<file path="config.mk">
export PLATFORM = sky130hd
export DESIGN_NAME = lccm_front
export DESIGN_NICKNAME = d
export VERILOG_FILES = /design/src/rtl/lccm_pkg.sv /design/src/rtl/lccm_front.sv
export SDC_FILE = /design/constraint.sdc
export NUM_CORES = 1
export LEC_CHECK = 0
export ABC_AREA = 0
export BUFFER_PORTS_ARGS = -buffer_cell sky130_fd_sc_hd__buf_2
export CORE_MARGIN = 2
export CORE_UTILIZATION = 30
export CTS_BUF_LIST = sky130_fd_sc_hd__clkbuf_4 sky130_fd_sc_hd__clkbuf_8 sky130_fd_sc_hd__clkbuf_16
export CTS_CLUSTER_SIZE = 12
export DETAILED_ROUTE_END_ITERATION = 10
export PLACE_DENSITY_LB_ADDON = 0.1
export SYNTH_ARGS = -nofsm -noshare
export SYNTH_HDL_FRONTEND = slang
export SYNTH_SLANG_ARGS = --single-unit
</file>
<file path="constraint.sdc">
create_clock -name clock -period 4 [get_ports clock]
set_clock_uncertainty 0.15 [all_clocks]
set_input_delay 0.6 -clock clock [delete_from_list [all_inputs] [get_ports clock]]
set_output_delay 0.6 -clock clock [all_outputs]
set_load 0.01 [all_outputs]
</file>
<file path="src/rtl/lccm_pkg.sv">
// Shared constants, codes and types of the lattice chain center-of-mass block.
// Used by every module under rtl except lccm_ram; depends on nothing.
package lccm_pkg;

   localparam int NUM_CHAINS       = 1024;
   localparam int MAX_CHAIN_LENGTH = 1024;

   localparam int CHAIN_W   = 10;
   localparam int COORD_W   = 12;
   localparam int POS_W     = 24;
   localparam int SUM_W     = 40;
   localparam int BOX_W     = 13;
   localparam int LEN_W     = 11;
   localparam int STEP_W    = 4;
   localparam int CENTER_W  = 32;
   localparam int FRAC_BITS = 8;
   localparam int NUM_AXES  = 3;
   localparam int AXIS_W    = 2;
   localparam int DIFF_W    = 26;

   localparam int DIV_NUM_W = SUM_W + FRAC_BITS;
   localparam int DIV_DEN_W = BOX_W;
   localparam int DIV_CNT_W = $clog2(DIV_NUM_W);

   localparam int CSR_IDX_W  = 2;
   localparam int CSR_DATA_W = BOX_W;

   localparam logic [CSR_IDX_W-1:0] CSR_BOX_T        = 2'd0;
   localparam logic [CSR_IDX_W-1:0] CSR_BOX_U        = 2'd1;
   localparam logic [CSR_IDX_W-1:0] CSR_BOX_V        = 2'd2;
   localparam logic [CSR_IDX_W-1:0] CSR_CHAIN_LENGTH = 2'd3;

   localparam logic [BOX_W-1:0] BOX_RESET = 13'd64;
   localparam logic [LEN_W-1:0] LEN_RESET = 11'd16;

   localparam logic KIND_START = 1'b0;
   localparam logic KIND_STEP  = 1'b1;

   localparam int STEP_BACK_BIT = 3;

   localparam logic [CENTER_W-1:0] CENTER_MAX = 32'h7FFF_FFFF;
   localparam logic [CENTER_W-1:0] CENTER_MIN = 32'h8000_0000;

   typedef struct packed {
      logic               kind;
      logic [CHAIN_W-1:0] chain_index;
      logic [COORD_W-1:0] start_t;
      logic [COORD_W-1:0] start_u;
      logic [COORD_W-1:0] start_v;
      logic               first_frame;
      logic [STEP_W-1:0]  step_code;
   } queue_item_type;

   typedef struct packed {
      logic [BOX_W-1:0] box_t;
      logic [BOX_W-1:0] box_u;
      logic [BOX_W-1:0] box_v;
      logic [LEN_W-1:0] chain_length;
   } cfg_type;

   typedef struct packed {
      logic                 start;
      logic [DIV_NUM_W-1:0] num;
      logic [DIV_DEN_W-1:0] den;
   } div_req_type;

   typedef struct packed {
      logic                 busy;
      logic                 done;
      logic [DIV_NUM_W-1:0] quot;
      logic [DIV_DEN_W-1:0] rem;
   } div_rsp_type;

endpackage

</file>
<file path="src/rtl/lccm_front.sv">
// Front end: accepts items and holds them in a two-entry queue for the back end.
// Depends on lccm_pkg.
module lccm_front import lccm_pkg::*; (
   input  logic           clock,
   input  logic           reset,
   input  logic           req_valid,
   output logic           req_ready,
   input  queue_item_type req_item,
   output logic           deq_valid,
   input  logic           deq_ready,
   output queue_item_type deq_item
);

   queue_item_type slot_ff [2];
   logic           wr_ptr_ff, wr_ptr_in;
   logic           rd_ptr_ff, rd_ptr_in;
   logic [1:0]     count_ff, count_in;
   logic           push, pop;

   assign req_ready = (count_ff != 2'd2);
   assign deq_valid = (count_ff != 2'd0);
   assign deq_item  = slot_ff[rd_ptr_ff];
   assign push      = req_valid && req_ready;
   assign pop       = deq_valid && deq_ready;

   always_comb begin
      wr_ptr_in = push ? ~wr_ptr_ff : wr_ptr_ff;
      rd_ptr_in = pop ? ~rd_ptr_ff : rd_ptr_ff;
      count_in  = count_ff + {1'b0, push} - {1'b0, pop};
   end

   always_ff @(posedge clock) begin
      if (reset) begin
         wr_ptr_ff <= 1'b0;
         rd_ptr_ff <= 1'b0;
         count_ff  <= '0;
      end else begin
         wr_ptr_ff <= wr_ptr_in;
         rd_ptr_ff <= rd_ptr_in;
         count_ff  <= count_in;
      end
      if (push) begin
         slot_ff[wr_ptr_ff] <= req_item;
      end
   end

endmodule

</file>
* Word level (Yosys, flattened, before mapping)
Memory sizes are Yosys's and may differ from the RTL's. A register that Yosys moved wholly into a read port is not among the register bits. Cells that the tools add are included.
Storage, ports and cells: input port bits 56, RAM bits 104, output and inout bits 54, memories 1, flip-flop bits (word level) 4, logic and storage cells 16
Memories:
- slot_ff | words 2, width 52, read ports 1, clocked after memory_dff 1, wr ports 1, line lccm_front.sv:14 | queue_item_type slot_ff [2];
Operators by class: multiplexer cells 4, eq/ne operators 1, reductions and logical operators 3, add/subtract/negate cells 2, bitwise operators 2
Operators with widths (count):
- $mux W1 | 4
- $add A2 B1 Y2 | 1
- $logic_and A1 B1 Y1 | 2
- $ne A2 B2 Y1 const B | 1
- $not A1 Y1 | 2
- $reduce_bool A2 Y1 | 1
- $sub A2 B1 Y2 | 1

* Depth between registers and ports, before layout
Gate-level depths: netlist of run 1.
depth in word-level cells 4, depth in mapped cells 8, mapped depth without buffers 8

* Worst setup path after synthesis of run 1
No wires, ideal clock.
path kind input to register, from in req_valid, to mem slot_ff[0][0] (netlist name) (enable), setup slack 0.543 ns, stages 2, path buffers 0, arrival 2.846 ns, cell sequence nand2_2 > nor2_1
On the way: cells in the longest elaborated chain, start to end 3
RTL lines:
- from (decl) | line lccm_front.sv:6 | input logic req_valid,
- $logic_and A1 B1 Y1 | line lccm_front.sv:23 | assign push = req_valid && req_ready;
- $mux W1 | line lccm_front.sv:42 | if (push) begin
- $mux W1 (implied by the code) | line lccm_front.sv:43 | slot_ff[wr_ptr_ff] <= req_item;
- to (decl) | line lccm_front.sv:14
No other way between the ends.

==> results.py, run 1 <==
metrics = {
    "run_status": {
        "status": "finished, final reports clean",
    },
    "finish": {
        "area_growth_pct": 22.6,
        "finalInstanceArea_um2": 5200,
        "nets": 361,
        "share_of_layout_cells_above_drive_strength_1_pct": 59.0,
        "most_frequent_cells_in_the_layout": "buf_2, edfxtp_1, mux2_4, clkbuf_16, clkinv_1",
        "antennaDiodeCount": 0,
        "final_core_utilization_pct": 37.6,
        "layout.cells.most_common": "buf_2",
        "num-fill-cells": 1287,
    },
    "sta": {
        "layout_min_cycle_time_ns": 2.68,
        "clock.fmax_ghz": 0.373,
        "worst_slew_pin_slew_ns": 1.04,
        "setup_tns_ns": 0,
        "layout_setup_ws_ns": 1.32,
        "timing_max_transition_violations_final": 0,
        "count_of_endpoints_failing_setup_in_the_final_report": 0,
        "grt_setup_unrepaired": "no",
        "timing.max_slew.rel_slack_pct": 30.7,
        "fin_crit_sh_pct": 67.1,
        "final_hold_viol_count": 0,
    },
    "place": {
        "placement.cell_area_um2": 4950,
        "port_buffers": 109,
        "globalplace.congestion": 0.647,
        "detailedPlacementHpwl_mm": 4.87,
        "pre_cts_ws_ns": 1.63,
    },
    "global_route": {
        "global_route.usage.met2_pct": 16.3,
        "grt_util_met1_pct": 13.1,
        "global_routing_met3_resource_utilization_pct": 3.60,
        "highest_utilization_routing_layer_at_the_global_route_stage": "met2",
        "antenna_found_initial": 0,
        "first_pass_grt_wire_length_mm": 11.5,
        "maximum_number_of_pins_on_one_net_before_global_route_repair": 53,
        "groute.usage.overall_pct": 10.6,
        "grt_overflow_total": 0,
        "first_global_vias": 2131,
    },
    "power": {
        "vdd_drop_max_v": 0.000233,
        "p_switching_mw": 0.838,
        "power.share.clock_pct": 25.0,
        "share_seq_of_total_power_pct": 50.3,
        "p_per_area_nw_per_um2": 603,
        "total_leakage_power_nw": 2.02,
        "pwr-share-comb_pct": 24.7,
        "switching_share_pct": 26.7,
        "power.internal_mw": 2.30,
    },
    "routing": {
        "remaining_drc_errors": 0,
        "drt_first_iter_violations": 60,
        "routed_wl_mm": 7.69,
        "drt_pass1_iterations": 3,
        "vias": 2029,
        "detail-route-antenna-nets": 0,
        "vias_per_cell": 4.17,
        "post_drt_wl_per_cell_um": 15.8,
    },
    "floorplan": {
        "io_pins": 110,
        "starting_density_pct": 30.7,
        "std_cell_rows": 43,
        "core_um2": 13800,
        "floorplan.die.height_um": 123,
        "horizontal_die_dimension_um": 123,
        "die_area_um2": 15100,
    },
    "logic_synthesis": {
        "ff_latch_count_synth": 109,
        "syn_inst": 186,
        "post_synth.cell_area_avg_um2": 22.8,
        "ys_types": 17,
        "synth_area_um2": 4240,
        "syn-num-nets": 244,
        "count_of_synthesis_stage_warnings_from_yosys": 0,
        "synth_sequential_area_ratio_pct": 75.9,
    },
    "critical_path": {
        "worst_path_cell_trace": "mux2_2, buf_2",
        "crit_path_end_kind": "primary output",
        "critical_path_class": "flip-flop to primary output",
        "timing.critical_path.arrival_ns": 1.93,
        "reg2reg_from": "count_ff[0]",
        "crit_path_start_kind": "flip-flop",
        "critical_path_peak_fanout": 52,
        "cp_slowest_cell": "dfxtp_4",
        "critical_path_required_ns": 3.25,
        "critical-path-max-stage-delay_ns": 1.02,
    },
    "cts": {
        "clock-root-buffer": "clkbuf_16",
        "hold_buffers": 0,
        "clock_buffer_count_from_cts": 9,
        "cts_max_level": 3,
        "clock-sinks": 109,
        "worst_setup_hold_path_clk_slew_ns": 0.07,
        "cts-root-to-sink-buffers": 2,
        "tritoncts": "done",
        "cts.repair.resized": 0,
        "worst_skew_pair.late_latency_ns": 0.34,
        "post-cts-setup-buffer-count": 0,
    },
    "hold_path": {
        "worst_hold_path_type": "input pin to flip-flop",
        "hold_path.startpoint": "req_item[51]",
    },
    "job": {
        "cap_violations": 0,
    },
}
## state kept, by name (all words and copies together), names as in the netlist, named ones only
name and count:
rd_ptr_ff 1, slot_ff 104, wr_ptr_ff 1, count_ff 2
## through the flow
step	hold slack (ns)	cells	power [mW]
6_report	0.287	487	3.14
5_1_grt	0.270	487	3.31
4_1_cts	0.268	487	3.19
3_5_place_dp	0.354	472	2.40
3_3_place_gp	0.349	472	2.40
2_1_floorplan	0.331	186	2.16
## layout make-up
cell class	count	area (um2)	share of cell area, %
Clock buffer	10	233	4.47
Tap cell	180	225	4.33
Inverter	1	3.75	0.0722
Timing Repair Buffer	112	581	11.2
Multi-Input combinational cell	70	915	17.6
Sequential cell	109	3230	62.0
Clock inverter	5	18.8	0.361
## routing by layer
metal / part of all wire, % / routed length [um]
met1: 45 / 3420
met2: 47 / 3610
met3: 6.3 / 482
met4: 2.2 / 173
met5: 0 / 0
## worst paths after layout
kind | slack [ns] | depth (start not counted) | to
max reg2reg | 1.88 | 3 | slot_ff[1][46]
max | 1.32 | 2 | deq_item[51]
min | 0.29 | 1 | slot_ff[1][51]
min reg2reg | 0.37 | 2 | rd_ptr_ff
## critical path, delay by kind of cell, from the launching register on
kind	cells	cell delay [ns]
DFF	1	1.02
muxes	1	0.41
buffers and inverters	1	0.14
## synth_stat cells
master | instances | area share, %
buf_12 | 5 | 2.4
xnor2_1 | 2 | 0.41
or2_2 | 1 | 0.15
nand2b_2 | 1 | 0.21
dfxtp_1 | 5 | 2.4
buf_6 | 1 | 0.27
nand2_2 | 1 | 0.15
xor2_1 | 1 | 0.21
and3_1 | 1 | 0.15
ha_1 | 2 | 0.59
nor2_1 | 5 | 0.44
mux2_2 | 2 | 0.53
nor2b_1 | 2 | 0.29
mux2_4 | 51 | 18
edfxtp_1 | 104 | 74
inv_1 | 1 | 0.088
o21a_1 | 1 | 0.18
## power groups by stage
stage / registers, mW / clock network, mW / logic (mW)
finish: 1.58 / 0.785 / 0.775
global route: 1.60 / 0.858 / 0.845
CTS: 1.58 / 0.810 / 0.798
detailed placement: 1.61 / 0 / 0.794
global placement: 1.61 / 0 / 0.797
floorplan: 1.50 / 0 / 0.656
## cells by family (layout without fill, tap and decap cells)
kind of cell	Yosys count	after routing	share of synthesized area (%)
fa+ha+maj	2	2	0.590
flops	109	109	75.9
xor+xnor	3	3	0.619
mux	53	53	18.6
buf+inv	7	128	2.71
simple gates	11	11	1.39
compound gates	1	1	0.177
Note: power is estimated with default switching activity, not from simulation.
==> inputs of run 2 (changes only) <==
==> constraint.sdc (replaced) <==
create_clock -name clock -period 2.6 [get_ports clock]
set_clock_uncertainty 0.15 [all_clocks]
set_input_delay 0.39 -clock clock [delete_from_list [all_inputs] [get_ports clock]]
set_output_delay 0.39 -clock clock [all_outputs]
set_load 0.01 [all_outputs]
==> run 2 against run 1 <==
Global-route usage increased by 0.17 points. Register-to-register slack got worse by 1.0 ns. Critical path type unchanged. Worst setup slack got worse by 0.87 ns. Routed wire length increased by 0.95%. Die area unchanged. Sequential power increased by 46%. Sequential share of layout area decreased by 1.0 points. Critical path depth increased by 1. Worst hold slack got worse by 0.21 ns. Combinational power increased by 70%. Non-clock buffer count increased by 2.
==> results.py, run 2 (same netlist as run 1, synthesis figures left out) <==
metrics = {
    "routing": {
        "vias": 2012,
        "vias_per_cell": 4.11,
        "drt_first_iter_violations": 82,
        "post_drt_wl_per_cell_um": 15.8,
        "routed_wl_mm": 7.76,
        "remaining_drc_errors": 0,
        "detail-route-antenna-nets": 0,
        "drt_pass1_iterations": 3,
    },
    "cts": {
        "clock-sinks": 109,
        "cts_max_level": 3,
        "worst_setup_hold_path_clk_slew_ns": 0.07,
        "cts-root-to-sink-buffers": 2,
        "clock-root-buffer": "clkbuf_16",
        "hold_buffers": 0,
        "tritoncts": "done",
        "clock_buffer_count_from_cts": 9,
        "cts.repair.resized": 0,
        "post-cts-setup-buffer-count": 0,
        "worst_skew_pair.late_latency_ns": 0.34,
    },
    "global_route": {
        "antenna_found_initial": 0,
        "first_pass_grt_wire_length_mm": 11.5,
        "global_route.usage.met2_pct": 17.2,
        "highest_utilization_routing_layer_at_the_global_route_stage": "met2",
        "grt_util_met1_pct": 13.2,
        "groute.usage.overall_pct": 10.8,
        "first_global_vias": 2151,
        "global_routing_met3_resource_utilization_pct": 2.81,
        "grt_overflow_total": 0,
        "maximum_number_of_pins_on_one_net_before_global_route_repair": 53,
    },
    "finish": {
        "nets": 363,
        "share_of_layout_cells_above_drive_strength_1_pct": 61.0,
        "area_growth_pct": 24.7,
        "post_layout_instance_count_excluding_filler_cells": 490,
        "most_frequent_cells_in_the_layout": "buf_2, edfxtp_1, mux2_4, clkbuf_16",
        "num-fill-cells": 1281,
        "most_flop_heavy_register": "slot_ff",
        "largest_reg_flops": 104,
        "layout.cells.most_common": "buf_2",
        "layout_top_registers": "slot_ff (104), count_ff (2)",
        "antennaDiodeCount": 0,
    },
    "critical_path": {
        "critical_path_required_ns": 2.06,
        "critical_path_class": "flip-flop to primary output",
        "crit_path_end_kind": "primary output",
        "critical_path_peak_fanout": 15,
        "crit_path_start_kind": "flip-flop",
        "timing.critical_path.arrival_ns": 1.61,
    },
    "place": {
        "place.detailed.instances": 474,
        "globalplace.congestion": 0.654,
        "port_buffers": 109,
        "detailedPlacementHpwl_mm": 5.05,
    },
    "floorplan": {
        "std_cell_rows": 43,
        "io_pins": 110,
        "floorplan.die.height_um": 123,
        "die_area_um2": 15100,
        "core_um2": 13800,
        "horizontal_die_dimension_um": 123,
        "starting_density_pct": 30.7,
    },
    "sta": {
        "timing_max_transition_violations_final": 0,
        "layout_min_cycle_time_ns": 2.15,
        "count_of_endpoints_failing_setup_in_the_final_report": 0,
        "grt_setup_unrepaired": "no",
        "clock.fmax_ghz": 0.465,
        "finalHoldWorstSlack_ns": 0.0782,
        "fin_crit_sh_pct": 82.7,
        "final_hold_viol_count": 0,
        "timing.max_slew.rel_slack_pct": 74.2,
        "setup_tns_ns": 0,
        "worst_slew_pin_slew_ns": 0.387,
    },
    "power": {
        "p_switching_mw": 1.30,
        "power.internal_mw": 3.75,
        "pwr-share-comb_pct": 26.2,
        "share_seq_of_total_power_pct": 45.7,
        "p_per_area_nw_per_um2": 954,
        "power.share.clock_pct": 28.2,
        "vdd_drop_max_v": 0.000398,
        "switching_share_pct": 25.7,
        "total_leakage_power_nw": 2.07,
    },
    "run_status": {
        "status": "finished, final reports clean",
    },
    "job": {
        "cap_violations": 0,
    },
    "hold_path": {
        "worst_hold_path_type": "input pin to flip-flop",
    },
}
==> run 2: changes by cell type in the layout (fill, tap and decap cells not counted), sizes merged <==
cell | before | now
bufinv | 0 | 1
clkinv | 5 | 0
buf | 112 | 114
clkbuf | 10 | 15
==> run 2: power by group through the flow <==
stage          Clock [mW]  Combinational [mW]  Sequential (mW)
2_1_floorplan           0                1.01             2.30
3_3_place_gp            0                1.36             2.34
3_5_place_dp            0                1.36             2.35
4_1_cts              1.47                1.36             2.31
5_1_grt              1.54                1.44             2.33
6_report             1.42                1.32             2.30
==> run 2: layout make-up <==
type / count / area [um2] / share of cell area, %
Tap cell: 180 / 225 / 4.26
Clock inverter: 1 / 30.0 / 0.568
Clock buffer: 15 / 283 / 5.34
Multi-Input combinational cell: 70 / 915 / 17.3
Inverter: 1 / 3.75 / 0.0709
Timing Repair Buffer: 114 / 608 / 11.5
Sequential cell: 109 / 3230 / 61.0
==> run 2: per-layer routing <==
| layer | vias up | routed length, um |
|---|---|---|
| met1 | 986 | 3400 |
| met2 | 55 | 3810 |
| met4 | 0 | 196 |
| met3 | 12 | 354 |
| met5 | - | 0 |
| li1 | 959 | - |
==> run 2: final timing paths <==
path                                       to        start  cells after the start  slack (ns)
worst max-delay path             deq_item[26]    flip-flop                      3        0.45
worst max register to register    count_ff[1]  count_ff[0]                      8        0.86
worst min-delay path            slot_ff[0][0]  req_item[0]                      1        0.08
worst min register to register      flip-flop    rd_ptr_ff                      2        0.37
==> run 2: per-stage QoR <==
stage | instance area (um2) | util, % | power [mW] | setup slack [ns]
5_1_grt | 5290 | 38.3 | 5.31 | 0.354
4_1_cts | 5290 | 38.3 | 5.14 | 0.397
2_1_floorplan | 4250 | - | 3.31 | 0.0869
3_5_place_dp | 4980 | 36.0 | 3.70 | 0.789
6_report | 5290 | 38.3 | 5.05 | 0.450
3_3_place_gp | 4980 | 36.0 | 3.70 | 0.797
==> run 2: worst max-delay path: stages (launching register included) <==
cell and delay (ns):
dfxtp_4 0.46, buf_4 0.32, mux2_4 0.33, buf_2 0.14
